### config.mk
export PLATFORM = sky130hd
export DESIGN_NAME = crc16_byte_frame_parser_core
export DESIGN_NICKNAME = d
export VERILOG_FILES = /design/src/cbfp_pkg.sv /design/src/cbfp_front.sv /design/src/cbfp_queue.sv /design/src/cbfp_back.sv /design/src/crc16_byte_frame_parser_core.sv
export SDC_FILE = /design/constraint.sdc
export NUM_CORES = 1
export LEC_CHECK = 0
export BUFFER_PORTS_ARGS = -buffer_cell sky130_fd_sc_hd__buf_2
export CAP_MARGIN = 20
export CORE_MARGIN = 2
export CORE_UTILIZATION = 55
export DETAILED_ROUTE_END_ITERATION = 8
export PLACE_DENSITY = 0.77
export SLEW_MARGIN = 40
export SYNTH_ARGS = -nofsm -noshare
export SYNTH_HDL_FRONTEND = slang
export SYNTH_SLANG_ARGS = --single-unit
### constraint.sdc
create_clock -name clock -period 7.2 [get_ports clock]
set_input_delay 1.44 -clock clock [delete_from_list [all_inputs] [get_ports clock]]
set_output_delay 1.44 -clock clock [all_outputs]
set_load 0.05 [all_outputs]
### src/cbfp_pkg.sv
// shared types, constants and the crc step for the byte frame parser
`default_nettype none

package cbfp_pkg;

   // largest accepted payload in bytes
   localparam int MAX_PAYLOAD = 8;

   // token queue between front and back
   localparam int QUEUE_DEPTH = 2;
   localparam int QUEUE_PTR_W = $clog2(QUEUE_DEPTH);
   localparam int QUEUE_CNT_W = $clog2(QUEUE_DEPTH + 1);

   // crc-16 modbus
   localparam logic [15:0] CRC_INIT = 16'hFFFF;
   localparam logic [15:0] CRC_POLY = 16'hA001;

   // register indexes of the csr port
   localparam logic CSR_HEAD = 1'b0;
   localparam logic CSR_TAIL = 1'b1;

   // what a classified byte means to the back end
   typedef enum logic [2:0] {
      TOK_TYPE,
      TOK_LEN_BAD,
      TOK_LEN_OK,
      TOK_DATA,
      TOK_CRC_HI,
      TOK_CRC_LO,
      TOK_TAIL
   } tok_kind_type;

   typedef struct packed {
      tok_kind_type kind;
      logic [7:0]   data;
      logic         tail_ok;
   } token_type;

   // result status codes
   typedef enum logic [1:0] {
      ST_GOOD,
      ST_BAD_LEN,
      ST_CRC_ERR,
      ST_TAIL_ERR
   } status_type;

   // frame delimiters from the csr port
   typedef struct packed {
      logic [7:0] head_value;
      logic [7:0] tail_value;
   } cfg_type;

   // one byte through the reflected crc, lsb first
   function automatic logic [15:0] crc16_byte(input logic [15:0] crc, input logic [7:0] b);
      logic [15:0] c;
      c = crc ^ {8'h00, b};
      for (int k = 0; k < 8; k++) begin
         c = c[0] ? ((c >> 1) ^ CRC_POLY) : (c >> 1);
      end
      return c;
   endfunction

endpackage

`default_nettype wire

### src/cbfp_front.sv
// front end: frame phase tracking and byte classification into tokens
`default_nettype none

module cbfp_front (
   input  wire logic                clock,
   input  wire logic                reset,
   input  wire cbfp_pkg::cfg_type   cfg,
   input  wire logic                byte_valid,
   input  wire logic [7:0]          byte_data,
   output logic                     tok_push,
   output cbfp_pkg::token_type      tok
);
   import cbfp_pkg::*;

   typedef enum logic [2:0] {
      PH_HUNT,
      PH_TYPE,
      PH_LENHI,
      PH_LENLO,
      PH_DATA,
      PH_CRCHI,
      PH_CRCLO,
      PH_TAIL
   } phase_type;

   phase_type  phase_ff, phase_in;
   logic       hi_bad_ff, hi_bad_in;
   logic [3:0] len_ff, len_in;
   logic [3:0] cnt_ff, cnt_in;
   logic [3:0] cnt_next;
   logic       len_bad;

   assign cnt_next = cnt_ff + 4'd1;
   assign len_bad  = hi_bad_ff || (byte_data > 8'(MAX_PAYLOAD));

   // next phase and token for an accepted byte
   always_comb begin
      phase_in    = phase_ff;
      hi_bad_in   = hi_bad_ff;
      len_in      = len_ff;
      cnt_in      = cnt_ff;
      tok_push    = 1'b0;
      tok.kind    = TOK_TYPE;
      tok.data    = byte_data;
      tok.tail_ok = (byte_data == cfg.tail_value);
      if (byte_valid) begin
         case (phase_ff)
            PH_HUNT: begin
               if (byte_data == cfg.head_value) phase_in = PH_TYPE;
            end
            PH_TYPE: begin
               tok_push = 1'b1;
               tok.kind = TOK_TYPE;
               phase_in = PH_LENHI;
            end
            PH_LENHI: begin
               hi_bad_in = (byte_data != 8'h00);
               phase_in  = PH_LENLO;
            end
            PH_LENLO: begin
               tok_push = 1'b1;
               if (len_bad) begin
                  tok.kind = TOK_LEN_BAD;
                  phase_in = PH_HUNT;
               end else begin
                  tok.kind = TOK_LEN_OK;
                  len_in   = byte_data[3:0];
                  cnt_in   = 4'd0;
                  phase_in = (byte_data == 8'h00) ? PH_CRCHI : PH_DATA;
               end
            end
            PH_DATA: begin
               tok_push = 1'b1;
               tok.kind = TOK_DATA;
               cnt_in   = cnt_next;
               if (cnt_next >= len_ff) phase_in = PH_CRCHI;
            end
            PH_CRCHI: begin
               tok_push = 1'b1;
               tok.kind = TOK_CRC_HI;
               phase_in = PH_CRCLO;
            end
            PH_CRCLO: begin
               tok_push = 1'b1;
               tok.kind = TOK_CRC_LO;
               phase_in = PH_TAIL;
            end
            PH_TAIL: begin
               tok_push = 1'b1;
               tok.kind = TOK_TAIL;
               phase_in = PH_HUNT;
            end
            default: begin
               phase_in = PH_HUNT;
            end
         endcase
      end
   end

   // phase and length bookkeeping
   always_ff @(posedge clock) begin
      if (reset) begin
         phase_ff  <= PH_HUNT;
         hi_bad_ff <= 1'b0;
         len_ff    <= 4'd0;
         cnt_ff    <= 4'd0;
      end else begin
         phase_ff  <= phase_in;
         hi_bad_ff <= hi_bad_in;
         len_ff    <= len_in;
         cnt_ff    <= cnt_in;
      end
   end

endmodule

`default_nettype wire

### src/cbfp_queue.sv
// short token fifo between front and back ends
`default_nettype none

module cbfp_queue (
   input  wire logic                clock,
   input  wire logic                reset,
   input  wire logic                push,
   input  wire cbfp_pkg::token_type push_tok,
   output logic                     ready,
   input  wire logic                pop,
   output logic                     head_valid,
   output cbfp_pkg::token_type      head_tok
);
   import cbfp_pkg::*;

   token_type              entry_ff [QUEUE_DEPTH];
   logic [QUEUE_PTR_W-1:0] wr_ptr_ff, wr_ptr_in;
   logic [QUEUE_PTR_W-1:0] rd_ptr_ff, rd_ptr_in;
   logic [QUEUE_CNT_W-1:0] count_ff, count_in;
   logic                   do_push, do_pop;

   assign ready      = (count_ff != QUEUE_CNT_W'(QUEUE_DEPTH));
   assign head_valid = (count_ff != '0);
   assign head_tok   = entry_ff[rd_ptr_ff];
   assign do_push    = push && ready;
   assign do_pop     = pop && head_valid;

   // pointer and fill count update
   always_comb begin
      wr_ptr_in = wr_ptr_ff;
      rd_ptr_in = rd_ptr_ff;
      count_in  = count_ff;
      if (do_push) begin
         wr_ptr_in = (wr_ptr_ff == QUEUE_PTR_W'(QUEUE_DEPTH - 1)) ? '0 : wr_ptr_ff + 1'b1;
      end
      if (do_pop) begin
         rd_ptr_in = (rd_ptr_ff == QUEUE_PTR_W'(QUEUE_DEPTH - 1)) ? '0 : rd_ptr_ff + 1'b1;
      end
      if (do_push && !do_pop) count_in = count_ff + 1'b1;
      else if (do_pop && !do_push) count_in = count_ff - 1'b1;
   end

   always_ff @(posedge clock) begin
      if (reset) begin
         wr_ptr_ff <= '0;
         rd_ptr_ff <= '0;
         count_ff  <= '0;
      end else begin
         wr_ptr_ff <= wr_ptr_in;
         rd_ptr_ff <= rd_ptr_in;
         count_ff  <= count_in;
      end
   end

   // token storage
   always_ff @(posedge clock) begin
      if (do_push) entry_ff[wr_ptr_ff] <= push_tok;
   end

endmodule

`default_nettype wire

### src/cbfp_back.sv
// back end: payload capture, crc check and result register
`default_nettype none

module cbfp_back (
   input  wire logic                clock,
   input  wire logic                reset,
   input  wire logic                tok_valid,
   input  wire cbfp_pkg::token_type tok,
   output logic                     tok_pop,
   output logic                     rsp_tvalid,
   input  wire logic                rsp_tready,
   output logic [1:0]               rsp_tuser,   // status
   output logic [79:0]              rsp_tdata    // frame_type, data_len, payload, zero pad
);
   import cbfp_pkg::*;

   logic [7:0]  kind_ff, kind_in;
   logic [3:0]  len_ff, len_in;
   logic [2:0]  idx_ff, idx_in;
   logic [63:0] payload_ff, payload_in;
   logic [15:0] crc_ff, crc_in;
   logic [7:0]  crc_hi_ff, crc_hi_in;
   logic        match_ff, match_in;

   logic        out_valid_ff, out_valid_in;
   status_type  out_status_ff, out_status_in;
   logic [7:0]  out_type_ff, out_type_in;
   logic [3:0]  out_len_ff, out_len_in;
   logic [63:0] out_payload_ff, out_payload_in;

   logic        emits;
   logic        out_free;

   assign emits    = (tok.kind == TOK_LEN_BAD) || (tok.kind == TOK_TAIL);
   assign out_free = !out_valid_ff || rsp_tready;
   assign tok_pop  = tok_valid && (!emits || out_free);

   // token execution and result build
   always_comb begin
      kind_in        = kind_ff;
      len_in         = len_ff;
      idx_in         = idx_ff;
      payload_in     = payload_ff;
      crc_in         = crc_ff;
      crc_hi_in      = crc_hi_ff;
      match_in       = match_ff;
      out_valid_in   = out_valid_ff && !rsp_tready;
      out_status_in  = out_status_ff;
      out_type_in    = out_type_ff;
      out_len_in     = out_len_ff;
      out_payload_in = out_payload_ff;
      if (tok_pop) begin
         case (tok.kind)
            TOK_TYPE: begin
               kind_in = tok.data;
            end
            TOK_LEN_BAD: begin
               out_valid_in   = 1'b1;
               out_status_in  = ST_BAD_LEN;
               out_type_in    = 8'h00;
               out_len_in     = 4'd0;
               out_payload_in = 64'd0;
            end
            TOK_LEN_OK: begin
               len_in     = tok.data[3:0];
               idx_in     = 3'd0;
               payload_in = 64'd0;
               crc_in     = CRC_INIT;
            end
            TOK_DATA: begin
               payload_in[{idx_ff, 3'b000} +: 8] = tok.data;
               crc_in = crc16_byte(crc_ff, tok.data);
               idx_in = idx_ff + 3'd1;
            end
            TOK_CRC_HI: begin
               crc_hi_in = tok.data;
            end
            TOK_CRC_LO: begin
               match_in = ({crc_hi_ff, tok.data} == crc_ff);
            end
            TOK_TAIL: begin
               out_valid_in   = 1'b1;
               out_status_in  = !match_ff ? ST_CRC_ERR : (tok.tail_ok ? ST_GOOD : ST_TAIL_ERR);
               out_type_in    = kind_ff;
               out_len_in     = len_ff;
               out_payload_in = payload_ff;
            end
            default: begin
            end
         endcase
      end
   end

   always_ff @(posedge clock) begin
      if (reset) begin
         kind_ff      <= 8'h00;
         len_ff       <= 4'd0;
         idx_ff       <= 3'd0;
         payload_ff   <= 64'd0;
         crc_ff       <= CRC_INIT;
         crc_hi_ff    <= 8'h00;
         match_ff     <= 1'b0;
         out_valid_ff <= 1'b0;
      end else begin
         kind_ff      <= kind_in;
         len_ff       <= len_in;
         idx_ff       <= idx_in;
         payload_ff   <= payload_in;
         crc_ff       <= crc_in;
         crc_hi_ff    <= crc_hi_in;
         match_ff     <= match_in;
         out_valid_ff <= out_valid_in;
      end
   end

   // result payload register
   always_ff @(posedge clock) begin
      out_status_ff  <= out_status_in;
      out_type_ff    <= out_type_in;
      out_len_ff     <= out_len_in;
      out_payload_ff <= out_payload_in;
   end

   assign rsp_tvalid = out_valid_ff;
   assign rsp_tuser  = out_status_ff;
   assign rsp_tdata  = {4'h0, out_payload_ff, out_len_ff, out_type_ff};

endmodule

`default_nettype wire

### src/crc16_byte_frame_parser_core.sv
// top level of the byte deframer with crc-16 check
//
//   channel  dir  handshake              payload
//   req      in   req_tvalid/req_tready  req_tdata[7:0] rx_byte
//   rsp      out  rsp_tvalid/rsp_tready  rsp_tuser status, rsp_tdata type/len/payload
//   csr      in   csr_we                 csr_index, csr_wdata
//
// one byte is accepted per cycle while req_tready is high; the front phase tracker
// classifies it and the back end executes it out of a two-entry token queue.
// the result register drives rsp once the tail or bad length token is executed.
// reset is synchronous and returns the parser to head hunting with default delimiters.
// req_tready drops when a result waits on rsp, the next result token sits at the queue head and
// one more token of any kind is queued behind it; until then bytes keep flowing.
`default_nettype none

module crc16_byte_frame_parser_core (
   input  wire logic        clock,
   input  wire logic        reset,
   input  wire logic        req_tvalid,
   output logic             req_tready,
   input  wire logic [7:0]  req_tdata,    // rx_byte
   output logic             rsp_tvalid,
   input  wire logic        rsp_tready,
   output logic [1:0]       rsp_tuser,    // status
   output logic [79:0]      rsp_tdata,    // frame_type, data_len, payload, zero pad
   input  wire logic        csr_we,
   input  wire logic        csr_index,
   input  wire logic [7:0]  csr_wdata
);
   import cbfp_pkg::*;

   cfg_type   cfg_ff, cfg_in;
   logic      q_ready;
   logic      byte_valid;
   logic      tok_push;
   token_type tok;
   logic      head_valid;
   token_type head_tok;
   logic      tok_pop;

   // delimiter registers
   always_comb begin
      cfg_in = cfg_ff;
      if (csr_we) begin
         case (csr_index)
            CSR_HEAD: cfg_in.head_value = csr_wdata;
            CSR_TAIL: cfg_in.tail_value = csr_wdata;
            default: begin
            end
         endcase
      end
   end

   always_ff @(posedge clock) begin
      if (reset) begin
         cfg_ff.head_value <= 8'hAA;
         cfg_ff.tail_value <= 8'h55;
      end else begin
         cfg_ff <= cfg_in;
      end
   end

   assign req_tready = q_ready;
   assign byte_valid = req_tvalid && q_ready;

   cbfp_front u_front (
      .clock      (clock),
      .reset      (reset),
      .cfg        (cfg_ff),
      .byte_valid (byte_valid),
      .byte_data  (req_tdata),
      .tok_push   (tok_push),
      .tok        (tok)
   );

   cbfp_queue u_queue (
      .clock      (clock),
      .reset      (reset),
      .push       (tok_push),
      .push_tok   (tok),
      .ready      (q_ready),
      .pop        (tok_pop),
      .head_valid (head_valid),
      .head_tok   (head_tok)
   );

   cbfp_back u_back (
      .clock      (clock),
      .reset      (reset),
      .tok_valid  (head_valid),
      .tok        (head_tok),
      .tok_pop    (tok_pop),
      .rsp_tvalid (rsp_tvalid),
      .rsp_tready (rsp_tready),
      .rsp_tuser  (rsp_tuser),
      .rsp_tdata  (rsp_tdata)
   );

   // front never pushes a token the queue cannot take
   a_no_overflow: assert property (@(posedge clock) disable iff (reset)
      tok_push |-> q_ready)
      else $error("token pushed into a full queue");

   // a bad length result carries no frame contents
   a_bad_len_clear: assert property (@(posedge clock) disable iff (reset)
      (rsp_tvalid && (rsp_tuser == ST_BAD_LEN)) |-> (rsp_tdata == 80'd0))
      else $error("bad length result with nonzero fields");

   // reported length never exceeds the payload limit
   a_len_limit: assert property (@(posedge clock) disable iff (reset)
      rsp_tvalid |-> (rsp_tdata[11:8] <= 4'(MAX_PAYLOAD)))
      else $error("result length above limit");

   // back end never drops a waiting result to take a new one
   a_no_result_loss: assert property (@(posedge clock) disable iff (reset)
      (rsp_tvalid && !rsp_tready && tok_pop) |->
         !((head_tok.kind == TOK_LEN_BAD) || (head_tok.kind == TOK_TAIL)))
      else $error("result token executed while output stalled");

endmodule

`default_nettype wire

# == After elaboration in Yosys (flattened, before gate mapping) ==
# Memory sizes are Yosys's and may differ from the RTL's. A register that Yosys moved wholly into a read port is not among the register bits.
# Index checks and enable logic that the tools add are counted.
# W data, S select, Z words.
# classes
n_eq_ne,20
reduce_logical,39
magnitude_cmp,2
bitwise,11
shifts,2
n_mux,40
add_sub_neg,7
# op_table
cell,count
$pmux W64 S2,2
$mux W16,8
$bwmux W64,1
$shift A8 B8 Y64 const A,1
$shiftx A8 B8 Y64,1
$pmux W16 S2,1
$not A2 Y3,8
$pmux W3 S8,1
$eq A3 B3 Y1 const B,7
$reduce_and A2 Y1,9
$eq A16 B16 Y1,1
$eq A8 B8 Y1,2
$pmux W4 S2,2
$pmux W8 S2,1
$xor A16 B8 Y16,1
$pmux W3 S5,1
$eq A3 B2 Y1 const B,4
$mux W3,4
$mux W1,11
$mux W2,5
$reduce_bool A2 Y1,5
$reduce_and A3 Y1,3
$gt A8 B4 Y1 const B,1
$logic_not A8 Y1,1
other kinds (21),40
# word_totals
ff_bits,215
input_bits,22
ramBits,24
out_inout_bits,84
word_cells,143
mem_count,1
# memory_table
memory,depth,word_bits,read_ports,rd_clocked_by_memory_dff,write_ports,line_no,rtl
u_queue.entry_ff,2,12,1,1,1,cbfp_queue.sv:16,token_type entry_ff [QUEUE_DEPTH];

# == Longest topological paths before layout ==
# Gate-level depths: netlist of run 1.
# depth
word_depth,18
ltp_mapped,10

# == Modules after synthesis ==
# From an unflattened synthesis of run 1, not the netlist that was laid out.
# unflattened
cells_unflattened,919
hier_area_um2,9930.8
# modules_own_cells
mod,area_each_um2,n_inst,cells_each
cbfp_back,7098.1,1,657
cbfp_queue,1083.5,1,61
cbfp_front,1057.3,1,133
crc16_byte_frame_parser_core,691.9,1,68

# == Least setup slack after synthesis of run 1 ==
# Ideal clock, no wire load.
# synth_timing
path_kind,input-to-reg
start,input rsp_tready
end,"register u_back.out_len_ff[0], enable pin"
arrival_ns,4.764
path_stages,2
t_required_ns,6.685
setup_ns,0.515
slack_ns,1.921
cell_sequence,nor2b_1 nor2_1
# synth_between
elab_chain_len,4
# synth_rtl
element,line_no,rtl
start: declaration,crc16_byte_frame_parser_core.sv:23,"input wire logic rsp_tready,"
$logic_or A1 B1 Y1,cbfp_back.sv:35,assign out_free = !out_valid_ff || rsp_tready;
$logic_or A1 B1 Y1,cbfp_back.sv:36,assign tok_pop = tok_valid && (!emits || out_free);
$logic_and A1 B1 Y1,cbfp_back.sv:36,
$reduce_and A2 Y1 (no source line),-,
end signal: assignment,cbfp_back.sv:120,out_len_ff <= out_len_in;
end: declaration,cbfp_back.sv:28,"logic [3:0] out_len_ff, out_len_in;"
# Every way passes these cells.
# A chain may end at the register's enable or synchronous reset.

==> results of run 1 <==
[cell families after synthesis]
| group | share of synthesized area [%] |
|---|---|
| flops | 60.1 |
| simple gates | 17.0 |
| mux | 3.91 |
| other cells | 0.0387 |
| buf+inv | 2.80 |
| xor+xnor | 5.09 |
| compound gates | 9.07 |
| fa+ha+maj | 2.06 |
[cell usage after synthesis, drive strengths merged, types with 3 or more instances]
cell	instances
and2	77
a22oi	64
nor3	13
o211ai	4
mux2i	27
nor3b	3
nor2b	7
clkbuf	44
or3	5
a21oi	23
nand3	16
nand3b	5
ha	16
nor4	5
o22ai	4
buf	6
or2	3
and3	4
nand4	6
nand2	47
nor2	130
a211o	5
mux2	9
nand2b	6
xnor2	28
a21o	4
dfxtp	138
inv	16
xor2	22
o21ai	15
edfxtp	102
[placed cells by master, fill, tap and decap left out, types with 16 or more instances in the layout]
| cell type | synthesis | layout |
|---|---|---|
| a21oi_1 | 23 | 23 |
| a22oi_1 | 64 | 64 |
| and2_1 | 77 | 77 |
| buf_2 | 1 | 100 |
| clkbuf_16 | 0 | 25 |
| dfxtp_1 | 138 | 138 |
| edfxtp_1 | 102 | 102 |
| ha_1 | 16 | 16 |
| inv_1 | 16 | 16 |
| mux2i_1 | 27 | 27 |
| nand2_1 | 47 | 47 |
| nand3_1 | 16 | 16 |
| nor2_1 | 125 | 124 |
| xnor2_1 | 27 | 27 |
| xor2_1 | 20 | 20 |
[final cells by class]
type	count	area, µm²	share of cell area (%)
clock buffers	34	669	6.03
clock inverters	11	83.8	0.755
inverters	16	60.1	0.541
multi-input cells	569	3630	32.7
flip-flops and latches	240	5830	52.5
well taps	225	282	2.53
repair buffers	107	553	4.98
[sequential cells by signal (all words and copies together), names as in the netlist, 8 cells and up, named ones only]
signal and cells:
u_queue.entry_ff 24, u_back.kind_ff 8, u_back.crc_hi_ff 8, cfg_ff 16
u_back.crc_ff 16, u_back.out_type_ff 8, u_back.out_payload_ff 64, u_back.payload_ff 64
[metrics by stage]
stage                     setup slack (ps)  util (%)  instances  area (µm²)
after floorplan                       1920         -        875        9710
after global placement                3830      59.8       1157       10300
after detailed placement              3700      59.9       1157       10400
after CTS                             3690      64.2       1202       11100
after global routing                  3500      64.2       1202       11100
final                                 3770      64.2       1202       11100
[path summary, 6_finish.rpt]
path	start	endpoint	slack, ps	cells past startpoint
worst min register to register	cfg_ff[5]$_SDFFE_PP0P_	cfg_ff[5]$_SDFFE_PP0P_	460	2
worst min-delay path	cfg_ff[5]$_SDFFE_PP0P_	cfg_ff[5]$_SDFFE_PP0P_	460	2
worst max-delay path	register	u_back.out_payload_ff[35]$_SDFFCE_PP0P_	3770	6
worst max register to register	register	u_back.out_payload_ff[35]$_SDFFCE_PP0P_	3770	6
[where the power goes]
part,switching [µW],internal [µW]
Clock,499,686
Sequential,42.3,1470
Combinational,298,155
Total,840,2310
[worst max-delay path: stages, from the launching register on]
cell     delay (ps)
dfxtp_1         740
mux2i_1         270
buf_4           240
mux2i_1         270
o21ai_0         220
nor2_4          630
buf_4           640
[per-layer routing]
metal	GRT usage, %	vias up	share of wire [%]	routed length, µm
met3	3.04	33	5.9	1130
met1	27.9	3103	45	8520
met4	5.50	0	1.9	369
met2	33.6	214	48	9090
li1	-	3215	-	-
met5	0	-	0	0
==> results.tsv, run 1 <==
stage	metric	value	unit
sta	fin_crit_sh	47.6	%
logic_synthesis	synth_top_area_share	31.6	%
logic_synthesis	yosysUniqueCellTypes	54	
logic_synthesis	synth_edf_count	102	
drt	routed_wl	19100	µm
setup_path	cp-start-kind	register	
sta	max_slew_margin	48.6	%
placed_design	io_buffers	101	
sta	slew_viol_final	0	
power	ir_drop	0.180	mV
floorplanning	io_pins	106	
clock_network	insertion_delay	500	ps
power	power.leakage	0.00417	µW
clock_network	clockRootBuffer	clkbuf_16	
grt	grt_first_pass_wirelength	30200	µm
grt	grt_overflow	0	
sta	rsz0062_at_grt	false	
logic_synthesis	ys_top_cells_by_area	edfxtp_1 (32%), dfxtp_1 (28%), and2_1 (5.0%)	
flow_run	drv_cap	0	
clock_network	cts_buffers	25	
floorplanning	die_w	137	µm
clock_network	cts.sinks	240	
logic_synthesis	ys_ff_latch	240	
sta	worst_pin_slew	769	ps
setup_path	arrival	3560	ps
outcome	outcome	complete, no violations	
clock_network	cts_resized	0	
power	p_per_area	284	nW/µm²
sta	fin_crit	3430	ps
drt	ant_nets	0	
sta	tns	0	ps
grt	grt_util_all_layers	20.3	%
drt	vias_per_cell	5.46	
hold_path	hp-class	reg2reg	
drt	drc	0	
finish	drive_gt1_share	17.1	%
setup_path	cp-end-kind	register	
floorplanning	fp.dieH	137	µm
logic_synthesis	yosys.area.top_type	edfxtp_1	
floorplanning	initial_utilization	56.1	%
setup_path	worstPathMaxFanout	51	
logic_synthesis	ys_seq_area_share	60.1	%
clock_network	clkTransAtPathRegs	60	ps
sta	timing.fmax	0.292	GHz
setup_path	path_class	reg2reg	
sta	fin_hold_ws	463	ps
floorplanning	std_cell_rows	48	
setup_path	required	7340	ps
logic_synthesis	async_flop_share	0	%
clock_network	cts_max_level	1	
sta	setup_violations	0	
power	total_power	3150	µW
finish	diodes	0	
sta	hold_viol	0	
logic_synthesis	synthCells	872	
finish	nets	997	
floorplanning	die-area	18700	µm²
logic_synthesis	synth_flop_cell	dfxtp_1	
grt	grt_pass1_vias	5957	
logic_synthesis	syn_area_per_cell	11.1	µm²
placed_design	routabilityCongestion	0.857	
drt	vias	6565	
clock_network	postCtsSetupBuffers	0	
clock_network	tritoncts	done	
drt	wire_per_inst	15.9	µm
sta	finClkSkew	5.38	ps
finish	nFillCells	1339	
finish	area_delta_synth_final	14.5	%
logic_synthesis	ys_warn_count	0	
grt	grt_max_degree	79	
drt	drt_iter0_drc	418	
clock_network	cts_hold_buf	0	
drt	first_pass_iters	5	
placed_design	dp_hpwl	12100	µm
logic_synthesis	syn-cell-area	9700	µm²
grt	antenna_found_initial	0	
clock_network	clockBufferDepth	3	
floorplanning	core_area	17300	µm²
Power figures use the tool's default switching activity.
==> run 2, diff against run 1 <==
--- a/config.mk
+++ b/config.mk
@@ -5,12 +5,13 @@
 export SDC_FILE = /design/constraint.sdc
 export NUM_CORES = 1
 export LEC_CHECK = 0
+export ABC_AREA = 1
 export BUFFER_PORTS_ARGS = -buffer_cell sky130_fd_sc_hd__buf_2
 export CAP_MARGIN = 20
 export CORE_MARGIN = 2
-export CORE_UTILIZATION = 55
+export CORE_UTILIZATION = 53
 export DETAILED_ROUTE_END_ITERATION = 8
-export PLACE_DENSITY = 0.77
+export PLACE_DENSITY = 0.78
 export SLEW_MARGIN = 40
 export SYNTH_ARGS = -nofsm -noshare
 export SYNTH_HDL_FRONTEND = slang
==> constraint.sdc (replaced) <==
create_clock -name clock -period 2.9 [get_ports clock]
set_input_delay 0.58 -clock clock [delete_from_list [all_inputs] [get_ports clock]]
set_output_delay 0.58 -clock clock [all_outputs]
set_load 0.05 [all_outputs]
==> run 2 against run 1 <==
Sequential power increased to 2.9 times the previous value. Flip-flop and latch count unchanged. Critical endpoint is now u_back.crc_ff[0]$_SDFFE_PP1P_. Global-route usage increased by 0.25 points. Synthesized area increased by 6.0%. Register-to-register slack got worse by 3300 ps. First-iteration DRC count increased by 0.96%. Synthesized cell count increased by 32%. Combinational power increased to 9.1 times the previous value. Die area increased by 9.7%. Setup slack got worse by 3300 ps.
==> results.tsv, run 2 <==
stage	metric	value	unit
drt	routed_wl	20900	µm
finish	layout_common_cells	nand2_1 (250), inv_1 (147), dfxtp_1 (138)	
finish	diodes	0	
drt	drt_iter0_drc	422	
setup_path	path_class	reg2reg	
placed_design	routabilityCongestion	0.866	
clock_network	postCtsSetupBuffers	0	
sta	fin_crit	2440	ps
power	p_int	6780	µW
hold_path	hp-class	in2reg	
logic_synthesis	ys_ff_latch	240	
clock_network	clkTransAtPathRegs	60	ps
sta	finClkSkew	23.8	ps
sta	fin_crit_sh	84.2	%
finish	drive_gt1_share	15.5	%
floorplanning	initial_utilization	54.4	%
setup_path	worstPathMaxFanout	13	
logic_synthesis	ys_top_cells_by_area	edfxtp_1 (30%), dfxtp_1 (27%), nand2_1 (9.1%)	
clock_network	cts_max_level	1	
clock_network	cts.sinks	240	
setup_path	required	3320	ps
logic_synthesis	ys_seq_area_share	56.7	%
sta	setup_violations	0	
power	p_sw	4570	µW
floorplanning	die_w	143	µm
clock_network	tritoncts	done	
grt	grt_first_pass_wirelength	34100	µm
sta	hold_viol	0	
hold_path	holdPathEnd	cfg_ff[2]$_SDFFE_PP1P_	
setup_path	arrival	2860	ps
drt	wire_per_inst	13.6	µm
placed_design	dp_hpwl	13800	µm
grt	grt_max_degree	80	
logic_synthesis	ys_warn_count	0	
logic_synthesis	syn_area_per_cell	8.90	µm²
logic_synthesis	synth_commonest_cells	nand2_1 (250), inv_1 (148), dfxtp_1 (138), nor2_1 (132), a21oi_1 (107)	
logic_synthesis	synth_top_area_share	29.8	%
setup_path	r2r_slack	460	ps
setup_path	cp-start-kind	register	
sta	slew_viol_final	0	
power	power.share.clock	25.3	%
finish	layout_commonest_cell	nand2_1	
power	p_seq_share	38.5	%
sta	tns	0	ps
clock_network	cts_buffers	24	
drt	vias	7766	
logic_synthesis	yosys.area.top_type	edfxtp_1	
finish	nets	1293	
drt	ant_nets	0	
sta	timing.final.ws_setup	458	ps
logic_synthesis	syn-cell-area	10300	µm²
outcome	outcome	complete, no violations	
drt	first_pass_iters	5	
sta	worst_pin_slew	838	ps
floorplanning	fp.dieH	143	µm
setup_path	crit-reg2reg-capture	u_back.crc_ff[0]$_SDFFE_PP1P_	
clock_network	clockBufferDepth	3	
floorplanning	io_pins	106	
power	p_per_area	966	nW/µm²
logic_synthesis	synth_edf_count	102	
floorplanning	std_cell_rows	50	
grt	grt_util_all_layers	20.5	%
grt	grt_pass1_vias	7081	
clock_network	clockRootBuffer	clkbuf_16	
flow_run	drv_cap	0	
grt	grt_overflow	0	
grt	antenna_found_initial	0	
power	swShare	40.3	%
power	p_comb_share	36.2	%
power	ir_drop	0.799	mV
drt	drc	0	
placed_design	io_buffers	101	
sta	rsz0062_at_grt	false	
clock_network	cts_hold_buf	0	
floorplanning	die-area	20500	µm²
sta	timing.fmax	0.410	GHz
logic_synthesis	synth_most_common_cell	nand2_1	
drt	vias_per_cell	5.07	
floorplanning	core_area	18900	µm²
setup_path	cp-end-kind	register	
finish	nFillCells	1654	
finish	top_regs	u_back.out_payload_ff: 64 flops, u_back.payload_ff: 64 flops, u_queue.entry_ff: 24 flops	
clock_network	cts_resized	0	
logic_synthesis	synth_flop_cell	dfxtp_1	
hold_path	holdPathStages	3	
clock_network	insertion_delay	530	ps
logic_synthesis	async_flop_share	0	%
sta	max_slew_margin	44.1	%
hold_path	hp-start	csr_wdata[2]	
finish	area_delta_synth_final	14.3	%
logic_synthesis	synthCells	1155	
placed_design	place_ws	460	ps
setup_path	ff2ff_path_depth	17	
power	power.leakage	0.00453	µW
logic_synthesis	yosysUniqueCellTypes	43	
## run 2: critical path, stage by stage (launching register included)
cell and delay [ps]:
dfxtp_1 490, buf_4 240, nand2_1 60, nand2_1 90, xor2_1 150, inv_1 80, ha_1 350, inv_1 70
nand3_1 80, nand2_1 70, nand2_1 70, nand3_1 120, nand2_1 130, nand2_1 80, nand3_1 80, nand3_1 80
nand2_1 60, nand2_1 50
## run 2: layout make-up
type	count	area (µm²)	area share, %
Sequential cell	240	5830	49.6
Multi-Input combinational cell	720	3650	31.1
Timing Repair Buffer	117	638	5.43
Clock buffer	30	623	5.30
Inverter	152	579	4.93
Tap cell	260	325	2.77
Clock inverter	14	105	0.894
## run 2: how the worst max path moves through the flow
stage	startpoint	endpoint	slack (ps)	cells after the start
final	register	u_back.crc_ff[0]$_SDFFE_PP1P_	460	17
after global routing	register	u_back.crc_ff[0]$_SDFFE_PP1P_	150	17
after CTS	register	u_back.crc_ff[0]$_SDFFE_PP1P_	480	17
after detailed placement	register	u_back.crc_ff[0]$_SDFFE_PP1P_	460	17
after global placement	register	u_back.crc_ff[0]$_SDFFE_PP1P_	570	14
after floorplan	u_back.rsp_tvalid$_SDFF_PP0_	u_back.out_len_ff[0]$_SDFFCE_PP0P_	150	5
## run 2: power by group through the flow
| stage | sequential (µW) | combinational, µW | clock (µW) |
|---|---|---|---|
| final | 4370 | 4110 | 2870 |
| after global routing | 4420 | 4500 | 3050 |
| after CTS | 4370 | 4100 | 2920 |
| after detailed placement | 4440 | 4080 | 0 |
| after global placement | 4430 | 3990 | 0 |
| after floorplan | 5200 | 2410 | 0 |
## run 2: through the flow
| step | instance area [µm²] | total power, µW | utilization, % | hold slack (ps) | std cells |
|---|---|---|---|---|---|
| CTS | 11800 | 11400 | 62.2 | 275 | 1533 |
| finish | 11800 | 11400 | 62.2 | 291 | 1533 |
| detailed placement | 11000 | 8510 | 58.3 | 448 | 1489 |
| global route | 11800 | 12000 | 62.2 | 284 | 1533 |
| global placement | 11000 | 8420 | 58.3 | 437 | 1489 |
| floorplan | 10300 | 7610 | - | 426 | 1158 |
## run 2: logic make-up after synthesis
| logic type | share of synthesized area, % |
|---|---|
| compound gates | 11.4 |
| xor+xnor | 1.79 |
| other cells | 0.0365 |
| buf+inv | 7.90 |
| flops | 56.7 |
| mux | 0.0974 |
| fa+ha+maj | 1.95 |
| simple gates | 20.1 |
## run 2: routing by layer
metal / part of all wire, % / up-vias / global-route usage [%]
li1: - / 3930 / -
met1: 43 / 3554 / 26.7
met2: 48 / 237 / 34.6
met3: 6.2 / 45 / 3.59
met4: 2.8 / 0 / 7.22
met5: 0 / - / 0
